**src/tsbm_pkg.sv**
```systemverilog
`timescale 1ns / 1ps
`default_nettype none

package tsbm_pkg;

  localparam logic [1:0] MODE_ADD    = 2'd0;
  localparam logic [1:0] MODE_REMOVE = 2'd1;
  localparam logic [1:0] MODE_CLEAR  = 2'd2;
  localparam logic [1:0] MODE_RUN    = 2'd3;

  localparam logic [1:0] ST_ORDER = 2'd0;
  localparam logic [1:0] ST_CYCLE = 2'd1;
  localparam logic [1:0] ST_EMPTY = 2'd2;
  localparam logic [1:0] ST_EDIT  = 2'd3;

  localparam int unsigned MAX_OUT = 32;
  localparam int unsigned IDX_W   = 5;
  localparam int unsigned CNT_W   = 6;

  typedef logic [IDX_W-1:0] idx_t;
  typedef logic [CNT_W-1:0] cnt_t;

endpackage

`default_nettype wire

```
**src/tsbm_ram.sv**
```systemverilog
`timescale 1ns / 1ps
`default_nettype none

module tsbm_ram #(
  parameter int WIDTH = 8,
  parameter int DEPTH = 32
) (
  input  wire logic                     clk,
  input  wire logic                     wr_en,
  input  wire logic [$clog2(DEPTH)-1:0] wr_addr,
  input  wire logic [WIDTH-1:0]         wr_data,
  input  wire logic                     rd_en,
  input  wire logic [$clog2(DEPTH)-1:0] rd_addr,
  output logic      [WIDTH-1:0]         rd_data
);

  logic [WIDTH-1:0] mem [DEPTH];

  always_ff @(posedge clk) begin
    if (wr_en) begin
      mem[wr_addr] <= wr_data;
    end
    if (rd_en) begin
      rd_data <= mem[rd_addr];
    end
  end

endmodule

`default_nettype wire

```
**src/topological_sort_bit_matrix.sv**
```systemverilog
`timescale 1ns / 1ps
`default_nettype none

// Topological sort over a bit matrix of dependency edges held in a one-port-read
// edge memory (one row per node) plus a 32-entry order memory. Add, remove and
// clear each take one beat and present one result beat (status edit): the edge
// row is read on accept, add and remove write it back in the edit state, and
// the result passes from the response state into the output register when free;
// clear takes effect at once through per-row valid bits, so there is no clearing
// pass. A run reads one edge row per cycle: each pick scans rows from node 0
// until the first ready node, and once every tracked node is picked the order
// memory is read before the results are streamed at one beat per cycle while
// the receiver does not stall. The edge memory read port sets the scan rate.
// The block takes a new input beat only when the previous item has been fully
// handed to the output register.
module topological_sort_bit_matrix
  import tsbm_pkg::*;
#(
  parameter int NODE_COUNT = 32
) (
  input  wire logic       clk,
  input  wire logic       rst_n,
  input  wire logic       in_valid,
  output logic            in_stall,
  input  wire logic [1:0] in_mode,
  input  wire logic [4:0] in_object_index,
  input  wire logic [4:0] in_dependency_index,
  output logic            out_valid,
  input  wire logic       out_stall,
  output logic      [1:0] out_status,
  output logic      [4:0] out_node,
  output logic            out_edge_was_new,
  output logic            out_last
);

  localparam int AW = $clog2(NODE_COUNT);
  localparam int SW = $clog2(NODE_COUNT + 1);

  localparam logic [2:0] S_IDLE    = 3'd0;
  localparam logic [2:0] S_EDIT    = 3'd1;
  localparam logic [2:0] S_SCAN    = 3'd2;
  localparam logic [2:0] S_EMIT_RD = 3'd3;
  localparam logic [2:0] S_EMIT    = 3'd4;
  localparam logic [2:0] S_RESP    = 3'd5;

  logic [2:0]            state_r, state_nxt;
  logic [NODE_COUNT-1:0] tracked_r, tracked_nxt;
  logic [NODE_COUNT-1:0] removed_r, removed_nxt;
  logic [NODE_COUNT-1:0] row_valid_r, row_valid_nxt;
  cnt_t                  cnt_r, cnt_nxt;
  logic [SW-1:0]         scan_r, scan_nxt;
  logic                  eval_v_r, eval_v_nxt;
  logic [AW-1:0]         eval_idx_r, eval_idx_nxt;
  idx_t                  emit_r, emit_nxt;
  logic [1:0]            ed_mode_r, ed_mode_nxt;
  logic [AW-1:0]         ed_obj_r, ed_obj_nxt;
  logic [AW-1:0]         ed_dep_r, ed_dep_nxt;
  logic                  ed_ok_r, ed_ok_nxt;
  logic [1:0]            resp_status_r, resp_status_nxt;
  logic                  resp_new_r, resp_new_nxt;
  logic                  out_valid_r, out_valid_nxt;
  logic [1:0]            out_status_r, out_status_nxt;
  idx_t                  out_node_r, out_node_nxt;
  logic                  out_new_r, out_new_nxt;
  logic                  out_last_r, out_last_nxt;

  logic                  em_wr_en, em_rd_en;
  logic [AW-1:0]         em_wr_addr, em_rd_addr;
  logic [NODE_COUNT-1:0] em_wr_data, em_rd_data;
  logic                  ob_wr_en, ob_rd_en;
  idx_t                  ob_wr_addr, ob_rd_addr;
  idx_t                  ob_wr_data, ob_rd_data;

  logic                  accept, out_free, hit, in_ok;
  logic [AW-1:0]         in_obj_a, in_dep_a;
  logic [NODE_COUNT-1:0] edit_row, eval_row, dep_bit, pick_bit;

  tsbm_ram #(.WIDTH(NODE_COUNT), .DEPTH(NODE_COUNT)) u_edge_mem (
    .clk    (clk),
    .wr_en  (em_wr_en),
    .wr_addr(em_wr_addr),
    .wr_data(em_wr_data),
    .rd_en  (em_rd_en),
    .rd_addr(em_rd_addr),
    .rd_data(em_rd_data)
  );

  tsbm_ram #(.WIDTH(IDX_W), .DEPTH(MAX_OUT)) u_order_mem (
    .clk    (clk),
    .wr_en  (ob_wr_en),
    .wr_addr(ob_wr_addr),
    .wr_data(ob_wr_data),
    .rd_en  (ob_rd_en),
    .rd_addr(ob_rd_addr),
    .rd_data(ob_rd_data)
  );

  assign in_stall = (state_r != S_IDLE);
  assign accept   = in_valid && !in_stall;
  assign out_free = !out_valid_r || !out_stall;
  assign in_ok    = ({2'b00, in_object_index} < 7'(NODE_COUNT))
                 && ({2'b00, in_dependency_index} < 7'(NODE_COUNT));
  assign in_obj_a = AW'({2'b00, in_object_index});
  assign in_dep_a = AW'({2'b00, in_dependency_index});

  // rows never written since the last clear read as empty
  assign edit_row = row_valid_r[ed_obj_r] ? em_rd_data : '0;
  assign eval_row = row_valid_r[eval_idx_r] ? em_rd_data : '0;
  assign dep_bit  = NODE_COUNT'(1) << ed_dep_r;
  assign pick_bit = NODE_COUNT'(1) << eval_idx_r;
  assign hit      = (state_r == S_SCAN) && eval_v_r && tracked_r[eval_idx_r]
                 && !removed_r[eval_idx_r] && ((eval_row & ~removed_r) == '0);

  always_comb begin
    state_nxt       = state_r;
    tracked_nxt     = tracked_r;
    removed_nxt     = removed_r;
    row_valid_nxt   = row_valid_r;
    cnt_nxt         = cnt_r;
    scan_nxt        = scan_r;
    eval_v_nxt      = 1'b0;
    eval_idx_nxt    = eval_idx_r;
    emit_nxt        = emit_r;
    ed_mode_nxt     = ed_mode_r;
    ed_obj_nxt      = ed_obj_r;
    ed_dep_nxt      = ed_dep_r;
    ed_ok_nxt       = ed_ok_r;
    resp_status_nxt = resp_status_r;
    resp_new_nxt    = resp_new_r;
    out_valid_nxt   = out_valid_r && out_stall;
    out_status_nxt  = out_status_r;
    out_node_nxt    = out_node_r;
    out_new_nxt     = out_new_r;
    out_last_nxt    = out_last_r;
    em_wr_en        = 1'b0;
    em_wr_addr      = ed_obj_r;
    em_wr_data      = edit_row;
    em_rd_en        = 1'b0;
    em_rd_addr      = in_obj_a;
    ob_wr_en        = 1'b0;
    ob_wr_addr      = cnt_r[IDX_W-1:0];
    ob_wr_data      = IDX_W'(7'(eval_idx_r));
    ob_rd_en        = 1'b0;
    ob_rd_addr      = emit_r;

    case (state_r)
      S_IDLE: begin
        if (accept) begin
          ed_mode_nxt = in_mode;
          ed_obj_nxt  = in_obj_a;
          ed_dep_nxt  = in_dep_a;
          ed_ok_nxt   = in_ok;
          if (in_mode == MODE_RUN) begin
            removed_nxt = '0;
            cnt_nxt     = '0;
            scan_nxt    = '0;
            if (tracked_r == '0) begin
              resp_status_nxt = ST_EMPTY;
              resp_new_nxt    = 1'b0;
              state_nxt       = S_RESP;
            end else begin
              state_nxt = S_SCAN;
            end
          end else begin
            em_rd_en  = 1'b1;
            state_nxt = S_EDIT;
          end
        end
      end

      S_EDIT: begin
        resp_status_nxt = ST_EDIT;
        resp_new_nxt    = 1'b0;
        state_nxt       = S_RESP;
        case (ed_mode_r)
          MODE_ADD: begin
            if (ed_ok_r) begin
              em_wr_en                = 1'b1;
              em_wr_data              = edit_row | dep_bit;
              row_valid_nxt[ed_obj_r] = 1'b1;
              tracked_nxt             = tracked_r | dep_bit | (NODE_COUNT'(1) << ed_obj_r);
              resp_new_nxt            = ((edit_row & dep_bit) == '0);
            end
          end
          MODE_REMOVE: begin
            if (ed_ok_r) begin
              em_wr_en                = 1'b1;
              em_wr_data              = edit_row & ~dep_bit;
              row_valid_nxt[ed_obj_r] = 1'b1;
            end
          end
          default: begin
            row_valid_nxt = '0;
            tracked_nxt   = '0;
            removed_nxt   = '0;
            cnt_nxt       = '0;
          end
        endcase
      end

      S_SCAN: begin
        if (scan_r < SW'(NODE_COUNT)) begin
          em_rd_en     = 1'b1;
          em_rd_addr   = AW'(scan_r);
          scan_nxt     = scan_r + SW'(1);
          eval_v_nxt   = 1'b1;
          eval_idx_nxt = AW'(scan_r);
        end
        if (hit && (cnt_r < CNT_W'(MAX_OUT))) begin
          ob_wr_en    = 1'b1;
          cnt_nxt     = cnt_r + CNT_W'(1);
          removed_nxt = removed_r | pick_bit;
          scan_nxt    = '0;
          eval_v_nxt  = 1'b0;
          if ((tracked_r & ~(removed_r | pick_bit)) == '0) begin
            emit_nxt  = '0;
            state_nxt = S_EMIT_RD;
          end
        end else if (hit || (eval_v_r && (eval_idx_r == AW'(NODE_COUNT - 1)))) begin
          // no ready node left: dependency cycle
          cnt_nxt         = '0;
          eval_v_nxt      = 1'b0;
          resp_status_nxt = ST_CYCLE;
          resp_new_nxt    = 1'b0;
          state_nxt       = S_RESP;
        end
      end

      S_EMIT_RD: begin
        ob_rd_en  = 1'b1;
        state_nxt = S_EMIT;
      end

      S_EMIT: begin
        if (out_free) begin
          out_valid_nxt  = 1'b1;
          out_status_nxt = ST_ORDER;
          out_node_nxt   = ob_rd_data;
          out_new_nxt    = 1'b0;
          out_last_nxt   = (({1'b0, emit_r} + CNT_W'(1)) == cnt_r);
          if (out_last_nxt) begin
            state_nxt = S_IDLE;
          end else begin
            emit_nxt   = emit_r + IDX_W'(1);
            ob_rd_en   = 1'b1;
            ob_rd_addr = emit_nxt;
          end
        end
      end

      S_RESP: begin
        if (out_free) begin
          out_valid_nxt  = 1'b1;
          out_status_nxt = resp_status_r;
          out_node_nxt   = '0;
          out_new_nxt    = resp_new_r;
          out_last_nxt   = 1'b1;
          state_nxt      = S_IDLE;
        end
      end

      default: begin
        state_nxt = S_IDLE;
      end
    endcase
  end

  always_ff @(posedge clk) begin
    if (!rst_n) begin
      state_r     <= S_IDLE;
      tracked_r   <= '0;
      removed_r   <= '0;
      row_valid_r <= '0;
      cnt_r       <= '0;
      scan_r      <= '0;
      eval_v_r    <= 1'b0;
      emit_r      <= '0;
      out_valid_r <= 1'b0;
    end else begin
      state_r     <= state_nxt;
      tracked_r   <= tracked_nxt;
      removed_r   <= removed_nxt;
      row_valid_r <= row_valid_nxt;
      cnt_r       <= cnt_nxt;
      scan_r      <= scan_nxt;
      eval_v_r    <= eval_v_nxt;
      emit_r      <= emit_nxt;
      out_valid_r <= out_valid_nxt;
    end
  end

  always_ff @(posedge clk) begin
    eval_idx_r    <= eval_idx_nxt;
    ed_mode_r     <= ed_mode_nxt;
    ed_obj_r      <= ed_obj_nxt;
    ed_dep_r      <= ed_dep_nxt;
    ed_ok_r       <= ed_ok_nxt;
    resp_status_r <= resp_status_nxt;
    resp_new_r    <= resp_new_nxt;
    out_status_r  <= out_status_nxt;
    out_node_r    <= out_node_nxt;
    out_new_r     <= out_new_nxt;
    out_last_r    <= out_last_nxt;
  end

  assign out_valid        = out_valid_r;
  assign out_status       = out_status_r;
  assign out_node         = out_node_r;
  assign out_edge_was_new = out_new_r;
  assign out_last         = out_last_r;

`ifndef SYNTH
  // a scan only runs while some tracked node is still unordered
  a_scan_has_work: assert property (@(posedge clk) disable iff (!rst_n)
    (state_r == S_SCAN) |-> ((tracked_r & ~removed_r) != '0))
    else $error("scan with no unordered tracked node");

  // each pick removes exactly one new node
  a_pick_grows: assert property (@(posedge clk) disable iff (!rst_n)
    (hit && (cnt_r < CNT_W'(MAX_OUT))) |=>
      ($countones(removed_r) == $past($countones(removed_r)) + 1))
    else $error("pick did not grow removed set by one");

  // single-beat results always close their item
  a_single_last: assert property (@(posedge clk) disable iff (!rst_n)
    (out_valid_r && (out_status_r != ST_ORDER)) |-> out_last_r)
    else $error("non-order beat without last");

  a_new_only_edit: assert property (@(posedge clk) disable iff (!rst_n)
    (out_valid_r && out_new_r) |-> (out_status_r == ST_EDIT))
    else $error("edge_was_new on non-edit beat");

  a_emit_nonempty: assert property (@(posedge clk) disable iff (!rst_n)
    ((state_r == S_EMIT) || (state_r == S_EMIT_RD)) |-> (cnt_r != '0))
    else $error("emitting an empty order");
`endif

endmodule

`default_nettype wire

```
**config.mk**
```make
export PLATFORM = sky130hd
export DESIGN_NAME = topological_sort_bit_matrix
export DESIGN_NICKNAME = d
export VERILOG_FILES = /design/src/tsbm_pkg.sv /design/src/tsbm_ram.sv /design/src/topological_sort_bit_matrix.sv
export SDC_FILE = /design/constraint.sdc
export NUM_CORES = 2
export LEC_CHECK = 0
export ABC_CLOCK_PERIOD_IN_PS = 5100
export BUFFER_PORTS_ARGS = -buffer_cell sky130_fd_sc_hd__buf_2
export CAP_MARGIN = 20
export CORE_ASPECT_RATIO = 1.25
export CORE_MARGIN = 10
export CORE_UTILIZATION = 35
export CTS_CLUSTER_DIAMETER = 80
export CTS_CLUSTER_SIZE = 10
export DETAILED_ROUTE_END_ITERATION = 7
export PLACE_DENSITY = 0.53
export SLEW_MARGIN = 20
export SYNTH_ARGS = -nofsm -noshare
export SYNTH_HDL_FRONTEND = slang
export SYNTH_SLANG_ARGS = --single-unit
```
**constraint.sdc**
```tcl
create_clock -name clk -period 5.1 [get_ports clk]
set_clock_uncertainty 0.1 [all_clocks]
set_input_delay 0.255 -clock clk [delete_from_list [all_inputs] [get_ports clk]]
set_output_delay 0.255 -clock clk [all_outputs]
set_load 0.1 [all_outputs]
```
==> reports/summary.txt <==
Via count -> 36730
Top delay family on crit path -> compound AO/OA/AOI/OAI gates
Layout cells sized above 1 -> 10.83%
Yosys warning count -> 0
CP endpoint kind -> flip-flop
Antenna-violating nets left -> 0
Clk slew on worst S/H paths -> 60 ps
CP required -> 5640 ps
CP Data Arrival Time -> 4910 ps
Vias in the first global route -> 35470
Pint -> 18970 µW
Synth area leaders -> edfxtp_1 66%, a211oi_1 5.1%, dfxtp_1 4.1%
First-pass DRT Iterations -> 7
Total length of routed wires -> 173800 µm
Critical-path maximum fanout -> 13
Via/cell ratio -> 5.646
Die ar. -> 0.1795 mm²
DR DRC count -> 0
I/O Pins -> 27
Ys async rst share -> 0%
GRT Util Overall -> 18.74%
Synthesis-stage register bit count -> 1368
Tcrit/Tclk final -> 85.67%
Yosys cell types -> 79
Port Buffer Count -> 26
Post-layout util -> 40.19%
Nets -> 4305
Slowest stage cell, crit path -> mux2i_1
Switching share of total power -> 26.83%
CTS tree -> built
Multi-input combinational cell area -> 0.01616 mm²
Sw power -> 6956 µW
Crit-path cells -> ha_1 -> or3b_1 -> a211o_1 -> and3_4 -> o21ai_4 -> mux2i_1 -> a211oi_1 -> a2111oi_0 -> mux2i_1 -> mux2i_1
Primary FF master, synth -> edfxtp_1
First-pass GRT wire length -> 251100 µm
Mapped Area -> 0.05700 mm²
Die W -> 381.0 µm
HPWL after DPL -> 98660 µm
Worst Tran Pin Value -> 1193 ps
Syn avg cell area -> 13.38 µm²
Crit path kind -> reg2reg
Root Driver -> clkbuf_16
Crit start category -> flip-flop
Synthesis-to-finish area growth -> 14.14%
Total core area -> 0.1619 mm²
Drt wl/cell -> 26.71 µm
Mapped Cells -> 4261
Post-synth EDFFs -> 1250
Tmin final -> 4369 ps
Final count of pins violating max slew -> 0
Post-synthesis sequential area ratio -> 70.00%
Clock Power Share -> 38.2%
Worst-Skew Late Latency -> 810 ps
Top post-synthesis cells by count -> 1250 x edfxtp_1, 617 x nand2_1, 384 x a211oi_1
H-Tree Depth -> 4
Maxcap violations -> 0
Worst VDD drop -> 0.3535 mV
Placer congestion estimate -> 0.9349
Power share of the sequential group -> 49.5%
Part of the power in combinational logic -> 12.2%
Yosys top cell area share -> 65.85%
Setup_tns -> 0 ps
Initial Util -> 35.22%
Grt total ovfl -> 0
Iteration-0 DRC Markers -> 3327
Cts bufs inserted -> 155
P per Cell Area -> 398.5 mW/mm²
Row cnt -> 165
Most frequent CP cell -> mux2i_1
Largest net degree at the start of global routing -> 119
Finish-stage setup viols -> 0
Syn nets -> 4283
Area occupied by registers -> 0.03990 mm²
Top-count cell post-synth -> edfxtp_1
Final hold violation count -> 0
Die Y -> 471.2 µm
Clock Tree Buf Depth -> 3
CTS Sinks -> 1368
Fill cell total of the finished layout -> 15080
Max_slew headroom -> 19.87%
Synth area leader -> edfxtp_1
WP buf/inv -> 0
CP max stage delay -> 830 ps
Outcome -> finished, final reports clean
Max Fclk -> 0.2289 GHz
Leak pwr -> 0.02034 µW
HP Class -> in2reg
R2r setup slk -> 730 ps
RSZ-0062 raised after global routing -> no
Initial antenna violation count -> 2
[power groups by stage]
stage / Combinational (µW) / Sequential (µW) / Clock [µW]
after global routing: 3390 / 12800 / 10500
after floorplan: 1940 / 13000 / 0
after global placement: 3130 / 13100 / 0
final: 3170 / 12800 / 9910
after detailed placement: 3140 / 13000 / 0
after CTS: 3160 / 12800 / 10100
[worst reg2reg max path, stage by stage, from the launching register on]
cell and delay (ps):
dfxtp_1 530, ha_1 370, or3b_1 400, a211o_1 300, and3_4 210, o21ai_4 400, mux2i_1 830, a211oi_1 110
a2111oi_0 530, mux2i_1 230, mux2i_1 190
[final timing paths]
check                                            start                      to  depth (start not counted)
worst max register to register               emit_r[0]  u_order_mem.rd_data[3]                         10
worst max-delay path                         emit_r[0]  u_order_mem.rd_data[3]                         10
worst min-delay path            in_dependency_index[2]             ed_dep_r[2]                          2
worst min register to register         row_valid_r[25]         row_valid_r[25]                          2
[sequential cells by signal, summed over array words and instances (netlist names), 2 cells and up]
register / flops
removed_r: 32
u_order_mem.mem: 160
ed_obj_r: 5
out_node: 5
u_edge_mem.mem: 1024
resp_status_r: 2
emit_r: 5
tracked_r: 32
state_r: 3
cnt_r: 6
u_order_mem.rd_data: 5
ed_mode_r: 2
u_edge_mem.rd_data: 32
scan_r: 6
row_valid_r: 32
eval_idx_r: 5
out_status: 2
ed_dep_r: 5
[metrics by stage]
| step | cells | total power (µW) | worst slack [ps] | hold WS (ps) | area, µm² |
|---|---|---|---|---|---|
| floorplan | 4261 | 14950 | 1332 | 253.9 | 57000 |
| global placement | 6278 | 16180 | 675.7 | 348.1 | 60520 |
| detailed placement | 6281 | 16190 | 761.2 | 338.5 | 60610 |
| CTS | 6503 | 26060 | 745.6 | 37.75 | 65020 |
| global route | 6503 | 26730 | 292.2 | 75.35 | 65050 |
| finish | 6505 | 25920 | 731.1 | 93.61 | 65060 |
[final cells by class]
class,instances,share of cell area [%]
flip-flops and latches,1368,61.33
multi-input cells,2554,24.84
clock buffers,191,6.235
well taps,2171,4.175
repair buffers,185,3.004
clock inverters,15,0.3000
inverters,19,0.1096
diodes,2,0.007693
[placed cells by master, fill, tap and decap left out, types with 63 or more instances in the layout]
cell,count
a311oi_1,129
nand2_1,617
nor2b_1,63
nor2_1,168
clkbuf_16,157
edfxtp_1,1250
a211oi_1,384
a21oi_1,169
and2_0,185
buf_4,94
and2_1,87
dfxtp_1,118
a31oi_1,138
[cells by family after synthesis]
group | share of synthesized area (%)
flip-flops | 70.00
AND/OR/NAND/NOR | 10.91
AO/OA/AOI/OAI | 13.95
buffers and inverters | 2.586
multiplexers | 2.230
XOR/XNOR | 0.1976
adder cells (fa/ha/maj) | 0.1317
[repair_timing]
item	in CTS	in global routing
setup buffers	0	0
gates resized for setup	0	0
endpoints found under the hold margin	36	0
hold buffers	16	0
[layer usage]
metal,vias to the layer above,global-route usage (%),routed length [µm]
met5,-,0,0
met2,1248,31.98,85840
met4,0,7.062,6280
met3,336,2.840,9704
li1,16400,-,-
met1,18750,23.94,71930
No activity file was read; power rests on OpenSTA's default activity.
